==> src/rtl/smbb_pkg.sv <==
// ----------------------------------------------------------------------------
// smbb_pkg
// Shared types, constants and the skin classifier for the masked box blur.
// ----------------------------------------------------------------------------
package smbb_pkg;

  localparam int MAX_W     = 1024;
  localparam int MAX_H     = 4096;
  localparam int COL_W     = $clog2(MAX_W);
  localparam int ROW_W     = 13;
  localparam int WID_W     = 11;
  localparam int HGT_W     = 13;
  localparam int WIN       = 7;
  localparam int HALF      = WIN / 2;
  localparam int LINES     = WIN - 1;
  localparam int SEL_W     = 3;
  localparam int LAG_W     = 12;
  localparam int QDEPTH    = 4;
  localparam int QPTR_W    = 2;
  localparam int QCNT_W    = 3;
  localparam int CSUM_W    = 11;
  localparam int TSUM_W    = 14;
  localparam int DIV_K_W   = 15;
  localparam int DIV_K     = 21400;
  localparam int DIV_SH    = 20;
  localparam int CFG_IDX_W = 2;
  localparam int CFG_DAT_W = 13;

  localparam logic [WID_W-1:0] WIDTH_RST  = WID_W'(640);
  localparam logic [HGT_W-1:0] HEIGHT_RST = HGT_W'(480);

  typedef enum logic [CFG_IDX_W-1:0] {
    REG_FRAME_WIDTH  = 2'd0,
    REG_FRAME_HEIGHT = 2'd1
  } cfg_reg_t;

  // r in [23:16], g in [15:8], b in [7:0]
  typedef logic [23:0] pixel_t;

  typedef struct packed {
    logic               res;
    logic               last;
    logic [WIN-1:0]     rmask;
    logic [WIN-1:0]     cmask;
    pixel_t [WIN-1:0]   col;
  } qent_t;

  typedef struct packed {
    logic [7:0] bl;
    logic [7:0] bh;
    logic [7:0] gl;
    logic [7:0] gh;
    logic [7:0] rl;
    logic [7:0] rh;
  } box_t;

  localparam int NBOX = 4;

  localparam box_t BOXES [NBOX] = '{
    '{8'd125, 8'd185, 8'd154, 8'd194, 8'd190, 8'd230},
    '{8'd189, 8'd226, 8'd203, 8'd229, 8'd232, 8'd255},
    '{8'd98,  8'd154, 8'd124, 8'd164, 8'd163, 8'd204},
    '{8'd65,  8'd110, 8'd75,  8'd130, 8'd110, 8'd180}
  };

  function automatic logic skin_test(input pixel_t p);
    logic hit;
    hit = 1'b0;
    for (int i = 0; i < NBOX; i++) begin
      if (p[7:0] >= BOXES[i].bl && p[7:0] <= BOXES[i].bh &&
          p[15:8] >= BOXES[i].gl && p[15:8] <= BOXES[i].gh &&
          p[23:16] >= BOXES[i].rl && p[23:16] <= BOXES[i].rh) begin
        hit = 1'b1;
      end
    end
    return hit;
  endfunction

endpackage

==> src/rtl/smbb_queue.sv <==
// ----------------------------------------------------------------------------
// smbb_queue
// Short queue between the classifying front and the filtering back.
// ----------------------------------------------------------------------------
module smbb_queue (
  input  logic                         clk,
  input  logic                         rst,
  input  smbb_pkg::qent_t              push_ent,
  input  logic                         push,
  input  logic                         pop,
  output smbb_pkg::qent_t              head,
  output logic                         head_valid,
  output logic [smbb_pkg::QCNT_W-1:0]  count
);
  import smbb_pkg::*;

  qent_t             mem [QDEPTH];
  logic [QPTR_W-1:0] wp;
  logic [QPTR_W-1:0] rp;

  assign head       = mem[rp];
  assign head_valid = count != '0;

  always_ff @(posedge clk) begin
    if (rst) begin
      wp    <= '0;
      rp    <= '0;
      count <= '0;
    end else begin
      if (push) begin
        wp <= wp + 1'b1;
      end
      if (pop) begin
        rp <= rp + 1'b1;
      end
      count <= count + {{(QCNT_W-1){1'b0}}, push} - {{(QCNT_W-1){1'b0}}, pop};
    end
  end

  always_ff @(posedge clk) begin
    if (push) begin
      mem[wp] <= push_ent;
    end
  end

endmodule

==> config.mk <==
export PLATFORM = sky130hd
export DESIGN_NAME = smbb_queue
export DESIGN_NICKNAME = d
export VERILOG_FILES = /design/src/rtl/smbb_pkg.sv /design/src/rtl/smbb_queue.sv
export SDC_FILE = /design/constraint.sdc
export NUM_CORES = 1
export LEC_CHECK = 0
export BUFFER_PORTS_ARGS = -buffer_cell sky130_fd_sc_hd__buf_2
export CORE_ASPECT_RATIO = 1.25
export CORE_MARGIN = 4
export CORE_UTILIZATION = 40
export CTS_CLUSTER_DIAMETER = 100
export DETAILED_ROUTE_END_ITERATION = 10
export GPL_TIMING_DRIVEN = 1
export SLEW_MARGIN = 10
export SYNTH_ARGS = -nofsm -noshare
export SYNTH_HDL_FRONTEND = slang
export SYNTH_SLANG_ARGS = --single-unit
==> constraint.sdc <==
create_clock -name clk -period 16.58 [get_ports clk]
set_input_delay 4.145 -clock clk [delete_from_list [all_inputs] [get_ports clk]]
set_output_delay 4.145 -clock clk [all_outputs]
set_load 0.01 [all_outputs]
==> results of run 1 <==
==> cell type report <==
type | instances | share of cell area
flip-flops and latches | 745 | 0.690
multi-input cells | 210 | 0.136
clock buffers | 94 | 0.0626
repair buffers | 387 | 0.0621
well taps | 864 | 0.0335
clock inverters | 45 | 0.0140
diodes | 12 | 0.000930
inverters | 6 | 0.000698
==> where the power goes <==
part | leakage (nW) | total (mW) | internal, mW | switching, mW
logic | 2.69 | 0.376 | 0.171 | 0.205
registers | 6.84 | 2.20 | 2.17 | 0.0290
clock network | 1.20 | 1.67 | 0.983 | 0.691
==> kinds of logic (layout without fill, tap and decap cells) <==
group	Yosys count	count (layout)	share of synthesized area
compound gates	2	2	0.000553
mux	185	185	0.153
buf+inv	47	532	0.0173
fa+ha+maj	7	7	0.00351
xor+xnor	3	3	0.00152
other cells	0	12	0
simple gates	13	13	0.00258
flops	745	745	0.821
==> worst max-delay path, cell delays in order (launching register included) <==
cell	delay, ns
dfxtp_4	1.00
buf_4	0.90
mux4_2	0.43
buf_2	0.16
==> Yosys cell counts, drive strengths merged <==
cell    number  area share
fa           1     0.00074
a21oi        1     0.00018
mux4       184        0.15
a21bo        1     0.00037
inv          6     0.00083
ha           6      0.0028
nor2b        2     0.00046
xnor2        2     0.00065
xor3         1     0.00088
nand3b       1     0.00028
buf         40       0.016
mux2i        1     0.00037
dfxtp        9      0.0066
edfxtp     736        0.81
and2         4     0.00092
nor2         5     0.00069
or3          1     0.00023
clkbuf       1     0.00014
==> through the flow <==
step,cell area [sq um],hold WS (ns),setup WS (ns)
final,32300,0.537,9.23
after detailed placement,29800,0.521,9.69
after global placement,29800,0.501,9.69
after global routing,32300,0.563,8.87
after CTS,32300,0.540,9.02
after floorplan,27100,0.492,7.69
==> per-layer routing <==
layer	GRT usage	part of all wire	routed length [um]
met1	0.190	0.39	21600
met2	0.254	0.51	28300
met3	0.0422	0.067	3710
met4	0.0588	0.028	1520
met5	0	0.00013	7
==> layout by cell type (no fill, tap or decap), types with 2 or more instances in the layout <==
cell type / n
clkinv_8: 3
clkinv_4: 2
edfxtp_1: 736
ha_1: 6
clkbuf_16: 78
buf_4: 9
buf_2: 375
inv_6: 2
bufinv_16: 7
clkinvlp_4: 5
buf_12: 3
xnor2_1: 2
inv_1: 6
mux4_2: 184
nor2b_1: 2
dfxtp_1: 7
nor2_1: 5
clkbuf_1: 15
clkinv_2: 13
clkinv_1: 12
diode_2: 12
dfxtp_4: 2
and2_4: 4
==> flip-flops by register name, summed over array words and instances (netlist names), named ones only <==
register  flops
mem         736
rp            2
wp            2
count         3
==> path summary, 6_finish.rpt <==
kind,cells after the start,start,slack (ns),to
min reg2reg,2,rp[0],0.54,register
max,3,register,9.23,head[141]
max reg2reg,5,wp[0],13.68,mem[2][29]
min,2,rp[0],0.54,register
==> summary.txt, run 1 <==
STA
  – Min Tclk post-route: 7.35 ns
  – Slew Limit Fails: 0
  – Slew headroom: 0.143
  – Skew final: 0.0200 ns
  – Fin. Hold Viols: 0
  – RSZ-0062 raised after global routing: no
  – Fmax: 136 MHz
  – Number of setup violations in the final report: 0
  – Least-Margin Pin Slew: 1.29 ns
  – Final TNS setup: 0 ns
  – Final Cycle Share: 0.443

Pwr
  – Tot Pwr: 4.25 mW
  – P_leak: 10.7 nW
  – Worst IR Drop VDD: 91.4 uV
  – Pwr per Cell Area: 132 nW/um^2

Placement
  – Placer Congestion: 0.713
  – Placed cells: 2212
  – Input/output buffers: 375
  – DP HPWL: 33.0 mm

Job
  – Max-cap violation count: 0

GRT
  – Vias in the first global route: 13000
  – GRT Total Usage: 0.152
  – Initial antenna violation count: 15
  – Grt ovf: 0
  – First-pass GRT wire length: 82.6 mm
  – Pin count of the biggest net entering global routing: 162

Routing
  – Avg WL per Cell: 23.3 um
  – Vias: 12000
  – Initial DRC count: 603
  – Vias per cell: 5.10
  – Pre-antenna DRT Iters: 4
  – DRC errors left: 0
  – Routed Antenna Nets: 0
  – DRT Wirelength: 55.1 mm

Floorplan
  – I/O pins: 376
  – Die area: 72100 sq um
  – Chip Height: 299 um
  – Die width: 241 um
  – Initial core utilization: 0.404
  – Core area: 67100 sq um
  – Num rows: 106

Clock tree
  – Post-CTS setup buffers: 0
  – Clock Path Buffers: 3
  – CTS tree: yes
  – Resize count post-CTS: 0
  – Clock transition at the registers of the reported paths: 0.06 ns
  – Clk_lat worst skew: 0.60 ns
  – CTS root buf: clkbuf_16
  – Htree depth: 3
  – CTS Hold Bufs: 0
  – Sink Count: 745
  – Inserted Clock Buffers: 76

Critical path
  – Worst Path Max Fanout: 64
  – Kind of critical path: reg -> out
  – Critical path required time: 12.44 ns
  – Element type at the critical path start: register
  – Arrival time worst endpoint: 3.20 ns
  – Crit. End Element: output port

Layout
  – Register area: 22300 sq um
  – Util after Layout: 0.481
  – Layout cells sized above 1: 0.464
  – Final std cells w/o fill: 2363
  – Fillers: 5512
  – Synth-to-layout area growth: 19.0%
  – Net count, final: 1621
  – Multi-input gate area: 4390 sq um

Synth
  – Syn Inst Count: 1002
  – Ys Warns: 0
  – Unique cell type count in the Yosys netlist: 23
  – Mean Syn Cell Area: 27.1 sq um
  – Post-Syn Area: 27100 sq um
  – Sequential area share after synthesis: 0.821
  – Synth Register Bits: 745
  – Syn_nets: 1197

Min path
  – Hold Crit Class: reg -> reg

Outcome
  – Status: finished clean
No activity file was read; power rests on OpenSTA's default activity.
==> run 2: changes to the inputs <==
Clock period 16.58 ns to 6.8 ns, I/O delays scaled along.
==> run 2 against run 1 <==
Via count decreased by 0.31%. Power increased by 140%. Core utilization increased by 0.050 points. Hold slack got worse by 0.0023 ns. Wire length increased by 0.57%. Critical path type unchanged. Largest cell class unchanged. Largest power group unchanged.
==> summary.txt, run 2 (synthesis results as in run 1) <==
Outcome
  – Status: finished clean (unchanged)

Clock tree
  – Post-CTS setup buffers: 0 (unchanged)
  – CTS Hold Bufs: 0 (unchanged)
  – Clock transition at the registers of the reported paths: 0.06 ns (about the same)
  – Clock Path Buffers: 3 (unchanged)
  – CTS root buf: clkbuf_16 (unchanged)
  – Clk_lat worst skew: 0.60 ns (about the same)
  – Htree depth: 3 (unchanged)
  – Sink Count: 745 (unchanged)
  – Resize count post-CTS: 0 (unchanged)
  – CTS tree: yes (unchanged)
  – Inserted Clock Buffers: 74 (was 76)

Critical path
  – Crit. End Element: output port (unchanged)
  – Worst r2r path cells: 4 (was 5)
  – Kind of critical path: reg -> out (unchanged)
  – Worst r2r src: wp[0] (unchanged)
  – Worst R2R Setup Slack: 4.51 ns (was 13.68 ns)
  – Arrival time worst endpoint: 2.90 ns (was 3.20 ns)
  – Worst Setup EP: head[33] (was head[141])
  – Element type at the critical path start: register (unchanged)
  – Worst Path Max Fanout: 42 (was 64)
  – Reg2reg end: mem[2][118] (was mem[2][29])
  – Critical path required time: 5.10 ns (was 12.44 ns)

Layout
  – Commonest non-fill, non-tap cell in the layout: edfxtp_1 (unchanged)
  – Biggest register: mem (unchanged)
  – Max reg flops: 736 (unchanged)
  – Largest regs: mem x736, count x3 (unchanged)
  – Synth-to-layout area growth: 19.1% (was 19.0%)
  – Net count, final: 1625 (was 1621)
  – Most frequent cells in the layout: 736 x edfxtp_1, 375 x buf_2, 184 x mux4_2 (unchanged)
  – Layout cells sized above 1: 0.464 (about the same)

GRT
  – Initial antenna violation count: 16 (was 15)
  – Grt ovf: 0 (unchanged)
  – Pin count of the biggest net entering global routing: 79 (was 162)
  – First-pass GRT wire length: 83.0 mm (was 82.6 mm)
  – GRT Total Usage: 0.154 (was 0.152)
  – Vias in the first global route: 12800 (was 13000)

STA
  – Fin. Hold Viols: 0 (unchanged)
  – Final TNS setup: 0 ns (unchanged)
  – Fmax: 217 MHz
  – Min Tclk post-route: 4.60 ns
  – Skew final: 0.0246 ns (was 0.0200 ns)
  – Slew headroom: 0.399 (was 0.143)
  – Slew Limit Fails: 0 (unchanged)
  – Least-Margin Pin Slew: 0.902 ns (was 1.29 ns)
  – Setup ws final: 2.20 ns (was 9.23 ns)
  – RSZ-0062 raised after global routing: no (unchanged)
  – Final Cycle Share: 0.677
  – Number of setup violations in the final report: 0 (unchanged)

Routing
  – Routed Antenna Nets: 0 (unchanged)
  – DRT Wirelength: 55.4 mm (was 55.1 mm)
  – Vias per cell: 5.10 (about the same)
  – DRC errors left: 0 (unchanged)
  – Vias: 12000 (about the same)
  – Initial DRC count: 730 (was 603)
  – Avg WL per Cell: 23.5 um (was 23.3 um)
  – Pre-antenna DRT Iters: 4 (unchanged)

Pwr
  – Sw frac: 0.217 (was 0.218)
  – NetSw: 2.24 mW (was 925 uW)
  – Pwr per Cell Area: 319 nW/um^2 (was 132 nW/um^2)
  – Clk pwr share: 0.391 (was 0.394)
  – Combinational share of power: 0.090 (was 0.089)
  – P_leak: 10.7 nW (about the same)
  – Sequential share of power: 0.518 (was 0.517)
  – Power Internal: 8.08 mW (was 3.32 mW)
  – Worst IR Drop VDD: 204 uV (was 91.4 uV)

Floorplan
  – Chip Height: 299 um (unchanged)
  – Initial core utilization: 0.404 (unchanged)
  – Die width: 241 um (unchanged)
  – I/O pins: 376 (unchanged)
  – Die area: 72100 sq um (unchanged)
  – Core area: 67100 sq um (unchanged)
  – Num rows: 106 (unchanged)

Placement
  – Placer Congestion: 0.731 (was 0.713)
  – Input/output buffers: 375 (unchanged)
  – DP HPWL: 33.5 mm (was 33.0 mm)
  – Pre-CTS setup slack: 2.66 ns (was 9.69 ns)

Job
  – Max-cap violation count: 0 (unchanged)

Min path
  – Hold Crit Class: reg -> reg (unchanged)
-- run 2: worst max-delay path, cell delays in order, from the launching register on --
cell and delay [ns]:
dfxtp_4 0.93, buf_4 0.59, mux4_2 0.58, buf_2 0.16
-- run 2: cell type report --
cell class              count  area (sq um)
clock inverters            43           492
inverters                   6          22.5
diodes                      7          17.5
flip-flops and latches    745         22300
well taps                 864          1080
multi-input cells         210          4390
fillers                  5480         34800
clock buffers              87          1920
repair buffers            393          2110
-- run 2: stage by stage --
| step | hold WS, ns | area [sq um] | total power [mW] | utilization | std cells |
|---|---|---|---|---|---|
| floorplan | 0.492 | 27100 | 6.03 | - | 1002 |
| global placement | 0.500 | 29900 | 6.39 | 0.445 | 2218 |
| detailed placement | 0.522 | 29900 | 6.41 | 0.445 | 2218 |
| CTS | 0.535 | 32300 | 10.5 | 0.481 | 2348 |
| global route | 0.546 | 32300 | 10.8 | 0.482 | 2352 |
| finish | 0.535 | 32300 | 10.3 | 0.482 | 2355 |
-- run 2: how the worst min path moves through the flow --
stage               depth (start not counted)       end  slack, ns   from
finish                                      2  register       0.53  rp[1]
global route                                2  register       0.55  rp[0]
CTS                                         2  register       0.54  rp[1]
global placement                            2  register       0.50  rp[1]
floorplan                                   2  register       0.49  rp[1]
detailed placement                          2  register       0.52  rp[1]
-- run 2: power groups by stage --
stage	Sequential (mW)	Clock (mW)	Combinational, mW
CTS	5.36	4.18	0.962
global placement	5.44	0	0.952
floorplan	5.45	0	0.583
detailed placement	5.45	0	0.960
global route	5.37	4.38	1.01
finish	5.35	4.04	0.929
-- run 2: metal layers --
layer	routed length, um	vias up	part of all wire	track usage
li1	-	5218	-	-
met1	21300	6306	0.38	0.194
met2	28700	372	0.52	0.256
met3	3840	101	0.069	0.0426
met4	1530	12	0.028	0.0570
met5	86	-	0.0016	0
